[src/mvr_pkg.sv]
`default_nettype none

package mvr_pkg;

  // longest chat text, in characters
  localparam int unsigned MAX_CHAT_CHARS = 48;

  // message layout
  localparam int unsigned HDR_LEN     = 5;
  localparam int unsigned STORE_DEPTH = HDR_LEN + MAX_CHAT_CHARS;
  localparam int unsigned ADDR_W      = $clog2(STORE_DEPTH);
  localparam int unsigned CNT_W       = $clog2(STORE_DEPTH + 1);

  localparam int unsigned SIZE_HELLO    = 1;
  localparam int unsigned SIZE_WELCOME  = 5;
  localparam int unsigned SIZE_STATE    = 13;
  localparam int unsigned SIZE_PING     = 13;
  localparam int unsigned SIZE_CHAT_MIN = 6;

  // printable text range
  localparam logic [7:0] TEXT_LO = 8'h20;
  localparam logic [7:0] TEXT_HI = 8'h7e;

  // configuration register indexes
  localparam int unsigned CFG_IDX_W = 3;
  localparam logic [CFG_IDX_W-1:0] REG_CODE_HELLO   = 3'd0;
  localparam logic [CFG_IDX_W-1:0] REG_CODE_WELCOME = 3'd1;
  localparam logic [CFG_IDX_W-1:0] REG_CODE_STATE   = 3'd2;
  localparam logic [CFG_IDX_W-1:0] REG_CODE_PING    = 3'd3;
  localparam logic [CFG_IDX_W-1:0] REG_CODE_CHAT    = 3'd4;

  // configuration reset values
  localparam logic [7:0] RST_CODE_HELLO   = 8'd0;
  localparam logic [7:0] RST_CODE_WELCOME = 8'd1;
  localparam logic [7:0] RST_CODE_STATE   = 8'd2;
  localparam logic [7:0] RST_CODE_PING    = 8'd3;
  localparam logic [7:0] RST_CODE_CHAT    = 8'd4;

  // controller to datapath commands
  typedef struct packed {
    logic accept;  // input transfer
    logic issue;   // start a buffer read for the next outgoing byte
    logic load;    // load the output register from the read data
  } cmd_t;

  // datapath to controller status
  typedef struct packed {
    logic send_ok;     // message being accepted is valid and gives output
    logic issue_done;  // all outgoing bytes have been read
  } stat_t;

endpackage

`default_nettype wire

[src/mvr_ram.sv]
`default_nettype none

module mvr_ram #(
  parameter int unsigned WIDTH  = 8,
  parameter int unsigned DEPTH  = 64,
  parameter int unsigned ADDR_W = $clog2(DEPTH)
) (
  input  wire logic              clk_i,
  input  wire logic              we_i,
  input  wire logic [ADDR_W-1:0] waddr_i,
  input  wire logic [WIDTH-1:0]  wdata_i,
  input  wire logic              re_i,
  input  wire logic [ADDR_W-1:0] raddr_i,
  output logic      [WIDTH-1:0]  rdata_o
);

  logic [WIDTH-1:0] mem_q [DEPTH];

  // write port
  always_ff @(posedge clk_i) begin
    if (we_i) begin
      mem_q[waddr_i] <= wdata_i;
    end
  end

  // registered read port, holds when not reading
  always_ff @(posedge clk_i) begin
    if (re_i) begin
      rdata_o <= mem_q[raddr_i];
    end
  end

endmodule

`default_nettype wire

[src/mvr_ctrl.sv]
`default_nettype none

module mvr_ctrl (
  input  wire logic          clk_i,
  input  wire logic          rst_ni,
  input  wire logic          in_valid_i,
  input  wire logic          msg_last_i,
  output logic               in_ready_o,
  output logic               out_valid_o,
  input  wire logic          out_ready_i,
  output mvr_pkg::cmd_t      cmd_o,
  input  wire mvr_pkg::stat_t stat_i
);

  typedef enum logic [1:0] {
    S_RECV = 2'b01,
    S_SEND = 2'b10
  } state_e;

  state_e state_q, state_d;
  logic   pend_q, pend_d;
  logic   out_valid_q, out_valid_d;
  logic   accept, issue, load;

  // handshake and command decode
  always_comb begin
    in_ready_o = (state_q == S_RECV);
    accept     = in_valid_i && in_ready_o;
    load       = pend_q && (!out_valid_q || out_ready_i);
    issue      = (state_q == S_SEND) && !stat_i.issue_done && (!pend_q || load);
  end

  // next state
  always_comb begin
    state_d = state_q;
    unique case (state_q)
      S_RECV: begin
        if (accept && msg_last_i && stat_i.send_ok) begin
          state_d = S_SEND;
        end
      end
      S_SEND: begin
        if (stat_i.issue_done && (!pend_q || load)) begin
          state_d = S_RECV;
        end
      end
      default: state_d = S_RECV;
    endcase
  end

  // read pending flag and output valid
  always_comb begin
    pend_d = pend_q;
    if (issue) begin
      pend_d = 1'b1;
    end else if (load) begin
      pend_d = 1'b0;
    end
    out_valid_d = out_valid_q;
    if (load) begin
      out_valid_d = 1'b1;
    end else if (out_ready_i) begin
      out_valid_d = 1'b0;
    end
  end

  always_ff @(posedge clk_i or negedge rst_ni) begin
    if (!rst_ni) begin
      state_q     <= S_RECV;
      pend_q      <= 1'b0;
      out_valid_q <= 1'b0;
    end else begin
      state_q     <= state_d;
      pend_q      <= pend_d;
      out_valid_q <= out_valid_d;
    end
  end

  assign out_valid_o  = out_valid_q;
  assign cmd_o.accept = accept;
  assign cmd_o.issue  = issue;
  assign cmd_o.load   = load;

endmodule

`default_nettype wire

[src/mvr_dp.sv]
`default_nettype none

module mvr_dp (
  input  wire logic                            clk_i,
  input  wire logic                            rst_ni,
  input  wire logic                            cfg_we_i,
  input  wire logic [mvr_pkg::CFG_IDX_W-1:0]   cfg_index_i,
  input  wire logic [7:0]                      cfg_data_i,
  input  wire logic [7:0]                      msg_byte_i,
  input  wire logic                            msg_last_i,
  input  wire logic [31:0]                     sender_peer_i,
  input  wire mvr_pkg::cmd_t                   cmd_i,
  output mvr_pkg::stat_t                       stat_o,
  output logic [7:0]                           out_byte_o,
  output logic                                 to_all_o,
  output logic [31:0]                          dest_peer_o,
  output logic                                 out_last_o
);

  localparam int unsigned AW = mvr_pkg::ADDR_W;
  localparam int unsigned CW = mvr_pkg::CNT_W;

  typedef enum logic [1:0] {
    MODE_HELLO,
    MODE_PING,
    MODE_BCAST
  } mode_e;

  // configuration registers
  logic [7:0] code_hello_q, code_welcome_q, code_state_q, code_ping_q, code_chat_q;

  // receive side state
  logic [CW-1:0] count_q, count_d;
  logic          text_bad_q, text_bad_d;
  logic          too_long_q, too_long_d;
  logic [7:0]    kind_q;
  logic [31:0]   sender_q;

  // replay side state
  mode_e         mode_q;
  logic [CW-1:0] len_q;
  logic [CW-1:0] issue_idx_q;
  logic [AW-1:0] rd_idx_q;

  logic [7:0]    ram_rdata;
  logic          wr_ok;
  logic          too_long_now, text_bad_now;
  logic [CW-1:0] size_now;
  logic [7:0]    kind_now;
  logic [31:0]   sender_now;
  logic          is_hello, is_welcome, is_state, is_ping, is_chat;
  logic          chat_ok, send_ok;
  mode_e         mode_d;
  logic [CW-1:0] len_d;
  logic [7:0]    byte_sel;
  logic [7:0]    sender_byte;

  // configuration writes
  always_ff @(posedge clk_i or negedge rst_ni) begin
    if (!rst_ni) begin
      code_hello_q   <= mvr_pkg::RST_CODE_HELLO;
      code_welcome_q <= mvr_pkg::RST_CODE_WELCOME;
      code_state_q   <= mvr_pkg::RST_CODE_STATE;
      code_ping_q    <= mvr_pkg::RST_CODE_PING;
      code_chat_q    <= mvr_pkg::RST_CODE_CHAT;
    end else if (cfg_we_i) begin
      unique case (cfg_index_i)
        mvr_pkg::REG_CODE_HELLO:   code_hello_q   <= cfg_data_i;
        mvr_pkg::REG_CODE_WELCOME: code_welcome_q <= cfg_data_i;
        mvr_pkg::REG_CODE_STATE:   code_state_q   <= cfg_data_i;
        mvr_pkg::REG_CODE_PING:    code_ping_q    <= cfg_data_i;
        mvr_pkg::REG_CODE_CHAT:    code_chat_q    <= cfg_data_i;
        default: ;
      endcase
    end
  end

  // view of the message including the byte now being transferred
  always_comb begin
    wr_ok        = count_q < CW'(mvr_pkg::STORE_DEPTH);
    too_long_now = too_long_q || !wr_ok;
    text_bad_now = text_bad_q ||
                   (wr_ok && count_q >= CW'(mvr_pkg::HDR_LEN) &&
                    (msg_byte_i < mvr_pkg::TEXT_LO || msg_byte_i > mvr_pkg::TEXT_HI));
    size_now     = count_q + CW'(1);
    kind_now     = (count_q == '0) ? msg_byte_i : kind_q;
    sender_now   = (count_q == '0 && !too_long_q) ? sender_peer_i : sender_q;
  end

  // kind and length check, first matching code wins
  always_comb begin
    is_hello   = kind_now == code_hello_q;
    is_welcome = kind_now == code_welcome_q;
    is_state   = kind_now == code_state_q;
    is_ping    = kind_now == code_ping_q;
    is_chat    = kind_now == code_chat_q;
    chat_ok    = size_now >= CW'(mvr_pkg::SIZE_CHAT_MIN) &&
                 size_now <= CW'(mvr_pkg::STORE_DEPTH) && !text_bad_now;
    send_ok    = 1'b0;
    mode_d     = MODE_BCAST;
    len_d      = size_now;
    if (is_hello) begin
      send_ok = size_now == CW'(mvr_pkg::SIZE_HELLO);
      mode_d  = MODE_HELLO;
      len_d   = CW'(mvr_pkg::SIZE_WELCOME);
    end else if (is_welcome) begin
      send_ok = 1'b0;
    end else if (is_state) begin
      send_ok = size_now == CW'(mvr_pkg::SIZE_STATE);
    end else if (is_ping) begin
      send_ok = size_now == CW'(mvr_pkg::SIZE_PING);
      mode_d  = MODE_PING;
    end else if (is_chat) begin
      send_ok = chat_ok;
    end
    send_ok = send_ok && !too_long_now;
  end

  // receive counters, cleared at the last byte
  always_comb begin
    count_d    = count_q;
    text_bad_d = text_bad_q;
    too_long_d = too_long_q;
    if (cmd_i.accept) begin
      if (msg_last_i) begin
        count_d    = '0;
        text_bad_d = 1'b0;
        too_long_d = 1'b0;
      end else begin
        count_d    = wr_ok ? size_now : count_q;
        text_bad_d = text_bad_now;
        too_long_d = too_long_now;
      end
    end
  end

  always_ff @(posedge clk_i or negedge rst_ni) begin
    if (!rst_ni) begin
      count_q    <= '0;
      text_bad_q <= 1'b0;
      too_long_q <= 1'b0;
    end else begin
      count_q    <= count_d;
      text_bad_q <= text_bad_d;
      too_long_q <= too_long_d;
    end
  end

  // kind byte, sender and per message replay setup
  always_ff @(posedge clk_i) begin
    if (cmd_i.accept) begin
      kind_q   <= kind_now;
      sender_q <= sender_now;
      if (msg_last_i) begin
        mode_q <= mode_d;
        len_q  <= len_d;
      end
    end
  end

  // replay read index
  always_ff @(posedge clk_i or negedge rst_ni) begin
    if (!rst_ni) begin
      issue_idx_q <= '0;
    end else if (cmd_i.accept && msg_last_i) begin
      issue_idx_q <= '0;
    end else if (cmd_i.issue) begin
      issue_idx_q <= issue_idx_q + CW'(1);
    end
  end

  always_ff @(posedge clk_i) begin
    if (cmd_i.issue) begin
      rd_idx_q <= issue_idx_q[AW-1:0];
    end
  end

  // message buffer
  mvr_ram #(
    .WIDTH (8),
    .DEPTH (mvr_pkg::STORE_DEPTH)
  ) u_ram (
    .clk_i   (clk_i),
    .we_i    (cmd_i.accept && wr_ok),
    .waddr_i (count_q[AW-1:0]),
    .wdata_i (msg_byte_i),
    .re_i    (cmd_i.issue),
    .raddr_i (issue_idx_q[AW-1:0]),
    .rdata_o (ram_rdata)
  );

  // outgoing byte selection, sender id little endian in bytes 1 to 4 of hello and broadcast replies
  always_comb begin
    sender_byte = 8'h00;
    case (rd_idx_q)
      AW'(1):  sender_byte = sender_q[7:0];
      AW'(2):  sender_byte = sender_q[15:8];
      AW'(3):  sender_byte = sender_q[23:16];
      AW'(4):  sender_byte = sender_q[31:24];
      default: sender_byte = 8'h00;
    endcase
    byte_sel = ram_rdata;
    if (mode_q == MODE_HELLO) begin
      byte_sel = (rd_idx_q == '0) ? code_welcome_q : sender_byte;
    end else if (mode_q == MODE_BCAST && rd_idx_q != '0 &&
                 rd_idx_q <= AW'(mvr_pkg::HDR_LEN - 1)) begin
      byte_sel = sender_byte;
    end
  end

  // output register
  always_ff @(posedge clk_i) begin
    if (cmd_i.load) begin
      out_byte_o  <= byte_sel;
      to_all_o    <= (mode_q == MODE_BCAST);
      dest_peer_o <= (mode_q == MODE_BCAST) ? 32'h0 : sender_q;
      out_last_o  <= (CW'(rd_idx_q) + CW'(1)) == len_q;
    end
  end

  assign stat_o.send_ok    = send_ok;
  assign stat_o.issue_done = issue_idx_q == len_q;

endmodule

`default_nettype wire

[src/message_validate_relay.sv]
// Peer message checker and relay.
// Input channel: one message byte per transfer (msg_byte_i, msg_last_i,
// sender_peer_i), kind byte first; the sender id is taken from the first byte.
// Bytes are taken one per cycle into a 53-entry buffer while the block is
// receiving. At the last byte the kind and length are checked; a message
// that gives output blocks the input while it is replayed from the buffer.
// Output channel: one outgoing byte per transfer with to_all_o, dest_peer_o
// and out_last_o. After the last input byte, the first outgoing byte is read
// from the buffer and then loaded into the output register; after that one
// byte per cycle while the receiver is ready, limited by the single buffer
// read port. A relayed message is first received in full and then replayed
// from the buffer; a hello is answered with a five-byte welcome; dropped
// messages are only received.
// Configuration channel: cfg_index_i selects a kind code, always ready.
// Writes must be made only while no message is in flight; it is not enforced.
// Reset: kind codes return to their defaults and the buffer is empty; no
// clearing pass is needed. When the receiver stalls, the output register
// holds and replay pauses; input is taken again once the last byte of the
// reply is in the output register.
`default_nettype none

module message_validate_relay (
  input  wire logic                          clk_i,
  input  wire logic                          rst_ni,
  input  wire logic                          cfg_valid_i,
  output logic                               cfg_ready_o,
  input  wire logic [mvr_pkg::CFG_IDX_W-1:0] cfg_index_i,
  input  wire logic [7:0]                    cfg_data_i,
  input  wire logic                          in_valid_i,
  output logic                               in_ready_o,
  input  wire logic [7:0]                    msg_byte_i,
  input  wire logic                          msg_last_i,
  input  wire logic [31:0]                   sender_peer_i,
  output logic                               out_valid_o,
  input  wire logic                          out_ready_i,
  output logic [7:0]                         out_byte_o,
  output logic                               to_all_o,
  output logic [31:0]                        dest_peer_o,
  output logic                               out_last_o
);

  mvr_pkg::cmd_t  cmd;
  mvr_pkg::stat_t stat;

  assign cfg_ready_o = 1'b1;

  // sequencing of receive and replay
  mvr_ctrl u_ctrl (
    .clk_i       (clk_i),
    .rst_ni      (rst_ni),
    .in_valid_i  (in_valid_i),
    .msg_last_i  (msg_last_i),
    .in_ready_o  (in_ready_o),
    .out_valid_o (out_valid_o),
    .out_ready_i (out_ready_i),
    .cmd_o       (cmd),
    .stat_i      (stat)
  );

  // buffer, checks and output register
  mvr_dp u_dp (
    .clk_i         (clk_i),
    .rst_ni        (rst_ni),
    .cfg_we_i      (cfg_valid_i && cfg_ready_o),
    .cfg_index_i   (cfg_index_i),
    .cfg_data_i    (cfg_data_i),
    .msg_byte_i    (msg_byte_i),
    .msg_last_i    (msg_last_i),
    .sender_peer_i (sender_peer_i),
    .cmd_i         (cmd),
    .stat_o        (stat),
    .out_byte_o    (out_byte_o),
    .to_all_o      (to_all_o),
    .dest_peer_o   (dest_peer_o),
    .out_last_o    (out_last_o)
  );

  // no buffer read while bytes are being received
  assert property (@(posedge clk_i) disable iff (!rst_ni)
    cmd.issue |-> !in_ready_o)
    else $error("buffer read during receive");

  // the output register is never overwritten while it holds a waiting byte
  assert property (@(posedge clk_i) disable iff (!rst_ni)
    cmd.load |-> (!out_valid_o || out_ready_i))
    else $error("output register overwritten");

  // a message that passes the checks stops the input for its replay
  assert property (@(posedge clk_i) disable iff (!rst_ni)
    (in_valid_i && in_ready_o && msg_last_i && stat.send_ok) |=> !in_ready_o)
    else $error("input still open after a valid message");

  // replay never starts with nothing to send
  assert property (@(posedge clk_i) disable iff (!rst_ni)
    (in_valid_i && in_ready_o && msg_last_i && stat.send_ok) |=> !stat.issue_done)
    else $error("empty replay");

endmodule

`default_nettype wire
[config.mk]
export PLATFORM = sky130hd
export DESIGN_NAME = message_validate_relay
export DESIGN_NICKNAME = d
export VERILOG_FILES = /design/src/mvr_pkg.sv /design/src/mvr_ram.sv /design/src/mvr_ctrl.sv /design/src/mvr_dp.sv /design/src/message_validate_relay.sv
export SDC_FILE = /design/constraint.sdc
export NUM_CORES = 1
export LEC_CHECK = 0
export ABC_AREA = 1
export BUFFER_PORTS_ARGS = -buffer_cell sky130_fd_sc_hd__buf_4
export CORE_ASPECT_RATIO = 2
export CORE_MARGIN = 5
export CORE_UTILIZATION = 50
export DETAILED_ROUTE_END_ITERATION = 8
export PLACE_DENSITY = 0.65
export RECOVER_POWER = 25
export SLEW_MARGIN = 0
export SYNTH_ARGS = -nofsm -noshare
export SYNTH_HDL_FRONTEND = slang
export SYNTH_SLANG_ARGS = --single-unit
[constraint.sdc]
create_clock -name clk_i -period 10.6 [get_ports clk_i]
set_input_delay 2.12 -clock clk_i [delete_from_list [all_inputs] [get_ports clk_i]]
set_output_delay 2.12 -clock clk_i [all_outputs]
set_load 0.1 [all_outputs]
==> run summary <==
Area leader, netlist = edfxtp_1
Pin count of the biggest net entering global routing = 89
Post-synthesis compound-gate area fraction = 10.6%
TritonCTS buffer count = 50
Number of global-route vias before repair = 15,900
Slew Viols, Final = 603
Postcts setup bufs = 0
Die extent in x = 167 um
Largest family of logic cells by synthesized area = simple AND/OR/NAND/NOR gates
XOR/XNOR Fraction of Synth Area = 0.565%
Synth area leaders = edfxtp_1, nor2_1, o21ai_0, dfrtp_1, nand2_1
P_leak = 9.90 nW
Post-CTS Hold Fix Bufs = 0
Status = finished with violations
Ys flop type = edfxtp_1
Initial Util = 50.3%
Sink Count = 586
Switch share = 22.3%
Delay of the slowest cell on the worst path = 2.66 ns
Crit Path Class = flip-flop to flip-flop
Fill cells = 4,114
Gr ovfl total = 0
RSZ-0062 raised after global routing = no
Data required time of the critical path = 10.99 ns
CTS tree = built
Synth-to-Final Area Change = 11.4%
Yosys Warn Count = 0
PD cells = 175 mW/mm^2
ANT nets after route = 0
Synth Register Bits = 586
Setup Skew = 0.0195 ns
Seq pwr share = 55.0%
Simple-gate share of the synthesized area = 13.8%
Area of the die = 0.0540 sq mm
Layout Cells excl Fill = 2,822
Logic gate share of total power = 6.9%
Clk Latency, worst-skew pair = 0.58 ns
Iteration-0 DRC Markers = 1,957
Avg Cell Area, Syn = 11.8 sq um
Startpoint types = flip-flop
Global-route wire length before repair = 94.6 mm
ANT cells = 0
CP endpoint kind = flip-flop
Max-cap viol count = 10
Number of H-tree levels = 2
HP Class = flip-flop to flip-flop
Top reg by flops = u_dp.u_ram.mem_q
Seq/Total Area, Yosys = 70.4%
VDD IR max = 0.155 mV
DRT Pass-1 Iters = 9
Post-DR wirelength/cell = 22.3 um
Slew at the pin closest to its max-slew limit = 3.72 ns
Share of layout cells above drive strength 1 = 10.5%
Share of flip-flops with an asynchronous set or reset = 9.90%
Synth Area in Adders = 0.458%
Final setup TNS = 0 ns
Cells after DPL = 2,731
Final period utilization = 57.9%
Internal = 3.72 mW
Number of remaining DRC errors = 1
Hold Startpoint = u_dp.issue_idx_q[3]
Chip height = 324 um
Max reg flops = 424
Switching pwr = 1.07 mW
Final Hold Vio Count = 0
CTS Root Cell = clkbuf_16
Slowest-stage cell, CP = clkbuf_1
Biggest regs = u_dp.u_ram.mem_q: 424 flops, u_dp.dest_peer_o: 32 flops, u_dp.sender_q: 32 flops
Clk pwr share = 38.1%
EDFF count, synth = 528
# setup viols final = 0
Syn nets = 2,142
Mean number of vias per cell = 5.79
Tot GR Track Use = 22.9%
Count of cell types in the netlist = 48
Synth top cells by count = edfxtp_1, nor2_1, o21ai_0, nand2_1, inv_1
CP cell instances = buf_4 > clkbuf_1 > buf_4 > o21ai_0 > o211ai_1 > nand3_1 > nand3_1 > a32o_1
Maximum clock frequency = 163 MHz
Post-synthesis cell count = 2,076
Via Count = 16,300
Fin crit period = 6.14 ns
Most numerous cell in the Yosys netlist = edfxtp_1
Core area = 0.0489 sq mm
PortBufs = 100
Rel. slew slack = -148%
Portion of netlist area occupied by mux cells = 0.244%
Routability cong. = 0.899
WP data arrival = 6.53 ns
Clock transition at the registers of the reported paths = 0.07 ns
I/O Pins = 102
Crit path launch = u_dp.issue_idx_q[0]
Synth top area share = 64.5%
Routed wire length = 62.9 mm
Rows = 115
Initial antenna violation count = 0
Reg2reg start = u_dp.issue_idx_q[0]
Post-Synthesis Cell Area = 0.0246 sq mm
Maximum clock insertion buffer count = 3
Post-DP HPWL = 39.4 mm
R2r setup slk = 4.46 ns
Failing checks = design-rule violations, max-capacitance violations, max-slew violations
Crit-path max FO = 86
Final nets = 2,206
CTS resizes = 0
==> stage by stage <==
stage | total power, mW | utilization [%] | worst slack, ns | area [sq um] | hold WS [ns]
5_1_grt | 4.96 | 56.0 | 4.09 | 27400 | 0.493
2_1_floorplan | 2.87 | - | 5.56 | 24600 | 0.434
4_1_cts | 4.82 | 56.1 | 6.42 | 27500 | 0.484
6_report | 4.79 | 56.0 | 4.46 | 27400 | 0.486
3_5_place_dp | 3.01 | 52.8 | 5.80 | 25800 | 0.469
3_3_place_gp | 3.01 | 52.8 | 5.77 | 25800 | 0.472
==> cell families after synthesis <==
group	count (synthesis)
simple gates	768
flops	586
compound gates	456
buf+inv	235
xor+xnor	15
fa+ha+maj	9
mux	6
other cells	1
==> power by group through the flow <==
stage          sequential [mW]  clock [mW]  combinational [mW]
4_1_cts                   2.63        1.85               0.333
5_1_grt                   2.64        1.95               0.369
2_1_floorplan             2.67           0               0.209
6_report                  2.63        1.82               0.330
3_5_place_dp              2.68           0               0.332
3_3_place_gp              2.68           0               0.328
==> metal layers <==
metal | vias to the layer above | GRT usage [%] | wire length [um]
met2 | 685 | 38.7 | 31000
li1 | 7535 | - | -
met3 | 154 | 3.22 | 3900
met4 | 0 | 9.08 | 2740
met1 | 7963 | 30.1 | 25300
met5 | - | 0 | 0
==> layout make-up <==
class | instances | area, sq um | area share [%]
inverters | 131 | 498 | 1.82
clock inverters | 31 | 275 | 1.00
well taps | 643 | 805 | 2.94
multi-input cells | 1255 | 6330 | 23.1
clock buffers | 60 | 1350 | 4.94
repair buffers | 116 | 811 | 2.96
flip-flops and latches | 586 | 17300 | 63.2
==> path summary, 6_finish.rpt <==
kind | end | cells after the start
worst max-delay path | u_dp.u_ram.rdata_o[7] | 8
worst min-delay path | u_dp.rd_idx_q[3] | 0
worst max register to register | u_dp.u_ram.rdata_o[7] | 8
worst min register to register | u_dp.rd_idx_q[3] | 0
max in group asynchronous | u_dp.issue_idx_q[0] | 1
min in group asynchronous | u_dp.code_chat_q[3] | 1
==> layout by cell type (no fill, tap or decap), types with 2 or more instances in the layout <==
master and n:
edfxtp_1 528, nor2_1 374, o21ai_0 275, nand2_1 237, inv_1 123, o22ai_1 74
buf_4 72, nand3_1 69, clkbuf_16 53, dfrtp_1 50, a21oi_1 38, o211ai_1 35
nand4_1 28, clkbuf_4 28, clkbuf_1 23, clkinv_2 16, o221ai_1 13, clkinv_1 12
nand3b_1 12, xor2_1 11, nand2_4 10, ha_1 9, a32o_1 8, nor3_1 8
nand4_4 7, nand2_2 7, o2111ai_1 6, mux2i_1 6, dfstp_2 6, bufinv_16 5
inv_2 3, nor4_1 3, xnor2_1 3, a21oi_2 3, nor2_8 2, nor2_2 2
a221oi_1 2, nor2_4 2, nand3_2 2, dfrtp_4 2
==> critical path: cells and delay by family (launching register included) <==
| kind | cells | cell delay [ns] |
|---|---|---|
| buffers and inverters | 3 | 4.04 |
| AND/OR/NAND/NOR | 2 | 0.45 |
| AO/OA/AOI/OAI | 3 | 0.90 |
| flip-flops | 1 | 0.49 |
No activity file was read; power rests on OpenSTA's default activity.
